$ cat src/rtl/ctfp_pkg.sv
// ctfp_pkg: command codes, frame identifiers, scale gains and CRC-8 helpers
// for the CAN telemetry frame packer. No dependencies.
`default_nettype none

package ctfp_pkg;

	typedef enum logic [2:0] {
		CMD_CONTROL  = 3'd0,
		CMD_ACCEL    = 3'd1,
		CMD_RATE     = 3'd2,
		CMD_VELOCITY = 3'd3,
		CMD_EULER    = 3'd4
	} cmd_t;

	localparam logic [10:0] ID_CONTROL  = 11'h500;
	localparam logic [10:0] ID_ACCEL    = 11'h503;
	localparam logic [10:0] ID_RATE     = 11'h504;
	localparam logic [10:0] ID_VELOCITY = 11'h505;
	localparam logic [10:0] ID_EULER    = 11'h506;

	// Q16.16 value times gain, then >> 16 with rounding, gives the frame count
	localparam int          GAIN_W       = 14;
	localparam int          PROD_W       = 32 + GAIN_W;
	localparam logic [GAIN_W-1:0] GAIN_CONTROL = 14'd10000;
	localparam logic [GAIN_W-1:0] GAIN_CENTI   = 14'd100;
	localparam logic [GAIN_W-1:0] GAIN_RATE    = 14'd500;
	localparam logic [GAIN_W-1:0] GAIN_EULER   = 14'd10000;

	localparam logic [15:0] CTRL_MAX  = 16'd10000;
	localparam logic [15:0] PHYS_MAX  = 16'h7FFF;
	localparam logic [15:0] PHYS_MIN  = 16'h8000;

	// CRC-8 SAE-J1850
	localparam logic [7:0] CRC_POLY   = 8'h1D;
	localparam logic [7:0] CRC_INIT   = 8'hFF;
	localparam logic [7:0] CRC_XOROUT = 8'hFF;
	localparam int         CRC_BITS   = 56;
	localparam int         CTRL_CRC_BYTES = 5;
	localparam int         PHYS_CRC_BYTES = 7;

	typedef logic [7:0] crc_cols_t [CRC_BITS];

	// Bit-serial CRC register update; only evaluated on constants.
	function automatic logic [7:0] crc_run(logic [CRC_BITS-1:0] d, int nbytes,
		logic [7:0] init);
		logic [7:0] c;
		c = init;
		for (int i = 0; i < nbytes; i++) begin
			c = c ^ d[8*i +: 8];
			for (int b = 0; b < 8; b++) begin
				if (c[7]) begin
					c = {c[6:0], 1'b0} ^ CRC_POLY;
				end else begin
					c = {c[6:0], 1'b0};
				end
			end
		end
		return c;
	endfunction

	// The CRC is affine in the data: column j is the contribution of data bit j.
	function automatic crc_cols_t crc_columns(int nbytes);
		crc_cols_t cols;
		for (int j = 0; j < CRC_BITS; j++) begin
			if (j < 8 * nbytes) begin
				cols[j] = crc_run(CRC_BITS'(1) << j, nbytes, 8'h00);
			end else begin
				cols[j] = 8'h00;
			end
		end
		return cols;
	endfunction

	localparam crc_cols_t  CRC_COLS_CTRL = crc_columns(CTRL_CRC_BYTES);
	localparam crc_cols_t  CRC_COLS_PHYS = crc_columns(PHYS_CRC_BYTES);
	localparam logic [7:0] CRC_BASE_CTRL =
		crc_run('0, CTRL_CRC_BYTES, CRC_INIT) ^ CRC_XOROUT;
	localparam logic [7:0] CRC_BASE_PHYS =
		crc_run('0, PHYS_CRC_BYTES, CRC_INIT) ^ CRC_XOROUT;

	// Runtime CRC: an XOR tree over the data bits.
	function automatic logic [7:0] crc_fold(logic [CRC_BITS-1:0] d, crc_cols_t cols,
		logic [7:0] base);
		logic [7:0] c;
		c = base;
		for (int j = 0; j < CRC_BITS; j++) begin
			c = c ^ (d[j] ? cols[j] : 8'h00);
		end
		return c;
	endfunction

endpackage

`default_nettype wire

$ cat src/rtl/can_telemetry_frame_packer.sv
// can_telemetry_frame_packer: builds one 8-byte CAN frame per request.
// Depends on ctfp_pkg (codes, gains, CRC columns).
//
//  channel | direction | handshake            | fields
//  in      | input     | in_valid / in_ready  | command, first_value, second_value,
//          |           |                      | third_value
//  out     | output    | out_valid/out_ready  | frame_id, payload
//
// Two registers: input and result. Scaling, clamps, packing and CRC sit between them.
// One request per cycle sustained while out_ready is high; a taken request passes
// from the input register to the result register. in_ready drops only while both
// registers are full and out_ready is low.
// Reset clears both valid bits and both rolling counters.
// Commands 5 to 7 are accepted and dropped; they produce no frame.
`default_nettype none

module can_telemetry_frame_packer (
	input  wire logic                    clk,
	input  wire logic                    arst_n,
	input  wire logic                    in_valid,
	output logic                         in_ready,
	input  wire logic [2:0]              command,
	input  wire logic signed [31:0]      first_value,
	input  wire logic signed [31:0]      second_value,
	input  wire logic signed [31:0]      third_value,
	output logic                         out_valid,
	input  wire logic                    out_ready,
	output logic [10:0]                  frame_id,
	output logic [63:0]                  payload
);

	import ctfp_pkg::*;

	// stage enables
	logic en_s1, en_out;

	// stage 1: input register
	logic              v_s1;
	cmd_t              cmd_s1;
	logic signed [31:0] val_s1 [3];

	// result register
	logic              out_valid_q;
	logic [10:0]       frame_id_q;
	logic [63:0]       payload_q;

	// rolling counters
	logic [3:0]        alive_q;
	logic [7:0]        group_q;

	logic              in_known;
	logic              is_ctrl;
	logic [GAIN_W-1:0] gain;
	logic [31:0]       mag [3];
	logic [PROD_W-1:0] prod [3];
	logic [15:0]       cnt [3];
	logic [63:0]       data_next;
	logic [10:0]       id_next;
	logic [7:0]        crc;
	logic [63:0]       payload_next;

	assign en_out   = !out_valid_q || out_ready;
	assign en_s1    = !v_s1 || en_out;
	assign in_ready = en_s1;
	assign in_known = (command <= CMD_EULER);
	assign is_ctrl  = (cmd_s1 == CMD_CONTROL);

	// ---------------------------------------------------------------- stage 1
	always_ff @(posedge clk or negedge arst_n) begin
		if (!arst_n) begin
			v_s1 <= 1'b0;
		end else if (en_s1) begin
			v_s1 <= in_valid && in_known;
		end
	end

	always_ff @(posedge clk) begin
		if (en_s1 && in_valid && in_known) begin
			cmd_s1    <= cmd_t'(command);
			val_s1[0] <= first_value;
			val_s1[1] <= second_value;
			val_s1[2] <= third_value;
		end
	end

	// ---------------------------------------------------------- frame build
	// Round half up on the magnitude, then clamp. A negative control fraction
	// always lands at zero; negative physics values round away from zero.
	function automatic logic [15:0] lane_count(logic ctrl, logic neg,
		logic [PROD_W-1:0] p);
		logic [PROD_W:0]    t;
		logic [PROD_W-16:0] r;
		logic [15:0]        c;
		t = {1'b0, p} + (PROD_W + 1)'(32768);
		r = t[PROD_W:16];
		if (ctrl) begin
			if (neg) begin
				c = 16'd0;
			end else if (r > (PROD_W - 15)'(CTRL_MAX)) begin
				c = CTRL_MAX;
			end else begin
				c = r[15:0];
			end
		end else if (neg) begin
			if (r > (PROD_W - 15)'(PHYS_MIN)) begin
				c = PHYS_MIN;
			end else begin
				c = ~r[15:0] + 16'd1;
			end
		end else if (r > (PROD_W - 15)'(PHYS_MAX)) begin
			c = PHYS_MAX;
		end else begin
			c = r[15:0];
		end
		return c;
	endfunction

	always_comb begin
		unique case (cmd_s1)
			CMD_CONTROL:  gain = GAIN_CONTROL;
			CMD_ACCEL:    gain = GAIN_CENTI;
			CMD_RATE:     gain = GAIN_RATE;
			CMD_VELOCITY: gain = GAIN_CENTI;
			CMD_EULER:    gain = GAIN_EULER;
			default:      gain = GAIN_CENTI;
		endcase
		for (int i = 0; i < 3; i++) begin
			// -2^31 still fits as an unsigned 32-bit magnitude
			mag[i]  = val_s1[i][31] ? (~val_s1[i] + 32'd1) : val_s1[i];
			prod[i] = PROD_W'(mag[i]) * PROD_W'(gain);
			cnt[i]  = lane_count(is_ctrl, val_s1[i][31], prod[i]);
		end
		unique case (cmd_s1)
			CMD_CONTROL:  id_next = ID_CONTROL;
			CMD_ACCEL:    id_next = ID_ACCEL;
			CMD_RATE:     id_next = ID_RATE;
			CMD_VELOCITY: id_next = ID_VELOCITY;
			CMD_EULER:    id_next = ID_EULER;
			default:      id_next = ID_CONTROL;
		endcase
		if (is_ctrl) begin
			data_next = {24'h0, 3'b000, alive_q, 1'b1, cnt[1], cnt[0]};
		end else begin
			data_next = {8'h00, group_q, cnt[2], cnt[1], cnt[0]};
		end
	end

	assign crc = is_ctrl ? crc_fold(data_next[CRC_BITS-1:0], CRC_COLS_CTRL, CRC_BASE_CTRL)
	                     : crc_fold(data_next[CRC_BITS-1:0], CRC_COLS_PHYS, CRC_BASE_PHYS);

	assign payload_next = is_ctrl ? {data_next[63:48], crc, data_next[39:0]}
	                              : {crc, data_next[55:0]};

	// ---------------------------------------------------------- result stage
	always_ff @(posedge clk or negedge arst_n) begin
		if (!arst_n) begin
			out_valid_q <= 1'b0;
			alive_q     <= 4'd0;
			group_q     <= 8'd0;
		end else if (en_out) begin
			out_valid_q <= v_s1;
			if (v_s1 && is_ctrl) begin
				alive_q <= alive_q + 4'd1;
			end
			if (v_s1 && cmd_s1 == CMD_EULER) begin
				group_q <= group_q + 8'd1;
			end
		end
	end

	always_ff @(posedge clk) begin
		if (en_out && v_s1) begin
			frame_id_q <= id_next;
			payload_q  <= payload_next;
		end
	end

	assign out_valid = out_valid_q;
	assign frame_id  = frame_id_q;
	assign payload   = payload_q;

endmodule

`default_nettype wire
$ cat config.mk
export PLATFORM = sky130hd
export DESIGN_NAME = can_telemetry_frame_packer
export DESIGN_NICKNAME = d
export VERILOG_FILES = /design/src/rtl/ctfp_pkg.sv /design/src/rtl/can_telemetry_frame_packer.sv
export SDC_FILE = /design/constraint.sdc
export NUM_CORES = 2
export LEC_CHECK = 0
export ABC_AREA = 1
export BUFFER_PORTS_ARGS = -buffer_cell sky130_fd_sc_hd__buf_2
export CORE_MARGIN = 8
export CORE_UTILIZATION = 65
export DETAILED_ROUTE_END_ITERATION = 8
export PLACE_DENSITY_LB_ADDON = 0.12
export SYNTH_ARGS = -nofsm -noshare
export SYNTH_HDL_FRONTEND = slang
export SYNTH_SLANG_ARGS = --single-unit
export TNS_END_PERCENT = 10
$ cat constraint.sdc
create_clock -name clk -period 11.88 [get_ports clk]
set_clock_uncertainty 0.1 [all_clocks]
set_input_delay 1.782 -clock clk [delete_from_list [all_inputs] [get_ports clk]]
set_output_delay 1.782 -clock clk [all_outputs]
set_load 0.02 [all_outputs]
# Word level (Yosys, flattened, before mapping)
# Memory sizes are Yosys's and may differ from the RTL's.
# Cells that the tools add are included.
[word_totals]
register_bits = 92
input_bits = 103
out_inout_bits = 77
mem_count = 1
ram_bits = 96
romBits = 0
latch_bits = 0
[classes]
shifts = 0
div = 0
mul = 3
n_reduce_logical = 14
addsub = 11
n_lt_le_gt_ge = 9
eq_ne = 4
bitwise = 102
muxes = 121
[mem_list]
columns = ["name", "words", "width", "read_ports", "rd_ports_with_merged_regs", "wr", "line", "source"]
rows = [
  ["val_s1", 3, 32, 3, 0, 3, "can_telemetry_frame_packer.sv:40", "logic signed [31:0] val_s1 [3];"],
]
[ops]
columns = ["operator", "n"]
rows = [
  ["$mux W8", 42],
  ["$xor A8 B8 Y8", 39],
  ["$mux W16", 15],
  ["$xor A8 B7 Y8", 21],
  ["$mux W7", 23],
  ["$add A46 B16 Y47 const B", 3],
  ["$mul A32 B14 Y46", 3],
  ["$xor A8 B6 Y8", 17],
  ["$mux W6", 17],
  ["$add A32 B1 Y32 const B", 3],
  ["$mux W32", 3],
  ["$not A32 Y32", 3],
  ["$gt A31 B15 Y1 const B", 3],
  ["$gt A31 B16 Y1 const B", 3],
  ["$mux W64", 1],
  ["$gt A31 B14 Y1 const B", 2],
  ["$mux W56", 1],
  ["$xor A8 B5 Y8", 7],
  ["$add A16 B1 Y16 const B", 3],
  ["$not A16 Y16", 3],
  ["$mux W5", 7],
  ["$pmux W14 S2", 1],
  ["$xor A8 B3 Y8", 3],
  ["$xor A8 B4 Y8", 3],
  ["21 further kinds", 38],
]

# Depth between registers and ports, before layout
# An unclocked memory read counts as a cell.
[depth]
word_depth = 71
mapped_depth = 73
depth_no_buf = 73

# Worst setup path before layout
# OpenSTA, ideal clock, no wires.
[synth_timing]
kind = "register to register"
start = "memory val_s1[1][0], in the netlist val_s1[0][32]"
end = "register payload_q[62], in the netlist payload[62] (data pin)"
path_stages_with_launch = 54
path_buffers = 0
setup_time_ps = 255
arrival_time_ps = 9325
period_less_slack_ps = 9680
slack_ps = 2200
required_ps = 11525
cell_sequence = "edfxtp_1 > inv_2 > ha_1 > inv_1 > nor3_1 > inv_1 > nor3_1 > inv_1 > nor3_1 > nand2_1 > nor3_1 > inv_1 > nor3_1 > inv_1 > nor4_1 > nand3_1 > o31ai_1 > o21ai_0 > [... 18 more ...] > xnor2_1 > nand3_1 > nor3_1 > nand2_2 > nand2_4 > nand2_4 > nand2_8 > nand3_4 > xor2_1 > or2_1 > nand3b_1 > nand2_1 > nand2_1 > nand2_1 > inv_2 > nand3_1 > a21oi_1 > nor2_1"
[synth_rtl]
columns = ["item", "line", "source"]
rows = [
  ["start, declared", "can_telemetry_frame_packer.sv:40", ""],
  ["end signal, assigned", "can_telemetry_frame_packer.sv:174", "payload_q <= payload_next;"],
  ["end, declared", "can_telemetry_frame_packer.sv:45", "logic [63:0] payload_q;"],
]

==> results.json <==
{
  "maxSlewViolCount": 0,
  "synth-main-ff-cell": "edfxtp_1",
  "ios": 180,
  "slew_headroom_pct": 33.0,
  "worst_pin_slew_ns": 1.00,
  "vias": 39051,
  "place_inst": 7191,
  "drt_iter0_drc": 2813,
  "finish.utilization_pct": 69.4,
  "cts_sinks": 180,
  "synth_compound_area_share_pct": 5.51,
  "r2r_end": "payload[58]",
  "grt_overflow_total": 0,
  "holdPathStages": 1,
  "hpwl_mm": 106,
  "clock.fmax_mhz": 89.8,
  "num-fill-cells": 6080,
  "hp-class": "reg -> reg",
  "synth-adder-area-share_pct": 42.3,
  "critPathLaunchType": "flop",
  "place_congestion": 0.992,
  "ys_types": 74,
  "area_growth_pct": 5.82,
  "synth_top_family_by_area": "adder cells",
  "crit_arrival_ns": 11.25,
  "rsz0062_at_grt": "yes",
  "grt_pass1_vias": 40182,
  "coreArea_um2": 71400,
  "maxCapViolations": 0,
  "path_max_fanout": 6,
  "yosysWarningCount": 0,
  "synth-simple-area-share_pct": 22.7,
  "syn-cell-area_um2": 46800,
  "async_reset_ff_share_pct": 7.78,
  "setup_viol": 0,
  "ys_ff_latch": 180,
  "grt_use_total_pct": 30.8,
  "grt_max_degree": 70,
  "hold_violations": 0,
  "cts.path.max_buffers": 2,
  "period_share_pct": 93.7,
  "required_ns": 12.00,
  "status": "complete, no violations",
  "rrSetupSlack_ns": 0.75,
  "cts_max_level": 4,
  "hold_path_end": "alive_q[3]",
  "worst_path_largest_cell_delay_ns": 0.53,
  "wire_per_inst_um": 17.1,
  "routed_wl_mm": 124,
  "nets": 7575,
  "min-delay-start": "alive_q[3]",
  "yosysSeqAreaShare_pct": 11.4,
  "io_buffers": 171,
  "critPathKind": "reg -> reg",
  "synth_edf_count": 166,
  "synthCells": 6121,
  "syn_avg_cell_area_um2": 7.65,
  "stdcell_count": 7224,
  "ant_nets": 0,
  "root_buffer": "clkbuf_16",
  "stdcell_area_um2": 49500,
  "worstSkewPairLatency_ns": 0.50,
  "die_y_um": 284,
  "firstDrtPassIters": 8,
  "reg2reg_depth": 52,
  "drive_gt1_share_pct": 8.64,
  "rows": 98,
  "place_area_um2": 48700,
  "path_clk_slew_ns": 0.08,
  "drc": 0,
  "grt_pass1_wl_mm": 203,
  "fp.dieW_um": 284,
  "crit_path_top_delay_cell": "fa_1",
  "yosys.area_share.xor_xnor_pct": 4.97,
  "muxShareOfSynthArea_pct": 0,
  "ctsHoldBuffers": 0,
  "cts_tree": "built",
  "cpMostUsedCell": "inv_1",
  "start_util_pct": 65.6,
  "cp-end-kind": "flop",
  "antenna-diode-count": 0,
  "r2r-start": "val_s1[0][32]",
  "die_area_um2": 80900,
  "period_minus_slack_ns": 11.13,
  "vias_per_cell": 5.41,
  "cts_buffers": 17,
  "fin_setup_tns_ns": 0,
  "antenna_found_initial": 2
}
-- worst max path at each step --
stage	startpoint	endpoint	slack (ns)	cells after the start
after detailed placement	val_s1[0][32]	payload[43]	0.52	53
final	val_s1[0][32]	payload[58]	0.75	52
after floorplan	val_s1[0][32]	payload[62]	2.20	53
after global placement	val_s1[0][2]	payload[60]	0.63	59
after global routing	val_s1[0][2]	payload[63]	-0.08	65
after CTS	val_s1[0][32]	payload[43]	0.40	53
-- cells by family after synthesis --
group	Yosys count
AOI/OAI and AO/OA	443
and+or+nand+nor	2425
xor gates and xnor gates	240
other	2
buffers and inverters	1620
DFF	180
adders and majority gates	1211
-- synthesized netlist by cell type, types with 16 or more instances --
cell type	number	area (um^2)
or2_2	30	188
xnor2_1	57	499
xor2_1	159	1390
a21o_1	18	135
nand3_1	265	1330
nand3b_1	47	353
clkbuf_1	52	195
o21ai_0	136	681
nor2_1	648	2430
nand2_4	16	180
fa_1	618	12400
nand2_2	61	382
a21oi_1	174	871
nand4_1	37	231
nor2_2	19	119
nand2_1	1144	4290
o21ai_1	21	105
ha_1	593	7420
nor3_1	74	370
inv_2	53	199
edfxtp_1	166	4980
inv_1	1481	5560
-- worst max-delay path: cells and delay by family (launching register included) --
| family | cells | cell delay (ns) |
|---|---|---|
| AOI/OAI and AO/OA | 7 | 1.48 |
| xor gates and xnor gates | 3 | 0.74 |
| adders and majority gates | 8 | 3.36 |
| buffers and inverters | 11 | 1.11 |
| DFF | 1 | 0.45 |
| and+or+nand+nor | 23 | 3.62 |
-- per-layer routing --
layer / GRT usage (%) / vias up / routed length (um) / part of all wire (%)
li1: - / 18917 / - / -
met1: 40.2 / 18472 / 53200 / 43
met2: 52.9 / 1407 / 58500 / 47
met3: 3.74 / 255 / 7710 / 6.2
met4: 10.2 / 0 / 4230 / 3.4
met5: 0 / - / 0 / 0
-- metrics by stage --
stage | hold slack, ns | setup WS (ns)
floorplan | 0.334 | 2.20
global placement | 0.357 | 0.632
global route | 0.411 | -0.0834
CTS | 0.375 | 0.396
detailed placement | 0.360 | 0.522
finish | 0.375 | 0.750
-- what timing repair did --
| item | CTS | global route |
|---|---|---|
| buffers inserted | 0 | 1 |
| hold endpoints to repair | 0 | 0 |
| setup endpoints to repair | 0 | 16 |
| gates resized for setup | 0 | 42 |
-- cells in the final DEF (no fill, tap or decap), types with 14 or more instances in the layout --
master and instances:
inv_1 1480, nand2_1 1143, nor2_1 638, fa_1 618, ha_1 590, nand3_1 265
a21oi_1 172, buf_2 171, edfxtp_1 166, xor2_1 151, o21ai_0 134, nor3_1 67
nand2_2 60, inv_2 54, xnor2_1 54, nand3b_1 47, nand4_1 37, or2_2 30
nor2_2 26, o21ai_1 23, buf_4 22, xor2_2 20, nand2_4 18, a21o_1 18
clkbuf_16 17, nand3_2 15, or2_1 15, dfrtp_1 14
-- flip-flops by register name, indices dropped and copies added (netlist names) --
| signal | cells |
|---|---|
| alive_q | 4 |
| cmd_s1 | 3 |
| frame_id | 3 |
| group_q | 8 |
| out_valid | 1 |
| payload | 64 |
| v_s1 | 1 |
| val_s1 | 96 |
-- layout make-up --
type,instances,area (um^2),area share (%)
Clock inverter,15,161,0.326
Multi-Input combinational cell,4327,35600,71.9
Sequential cell,180,5340,10.8
Inverter,1542,5800,11.7
Tap cell,950,1190,2.40
Timing Repair Buffer,193,1020,2.06
Clock buffer,17,425,0.859
Power is not shown: default switching activity piles up to over one toggle a cycle in this logic, so the estimate is an artifact.
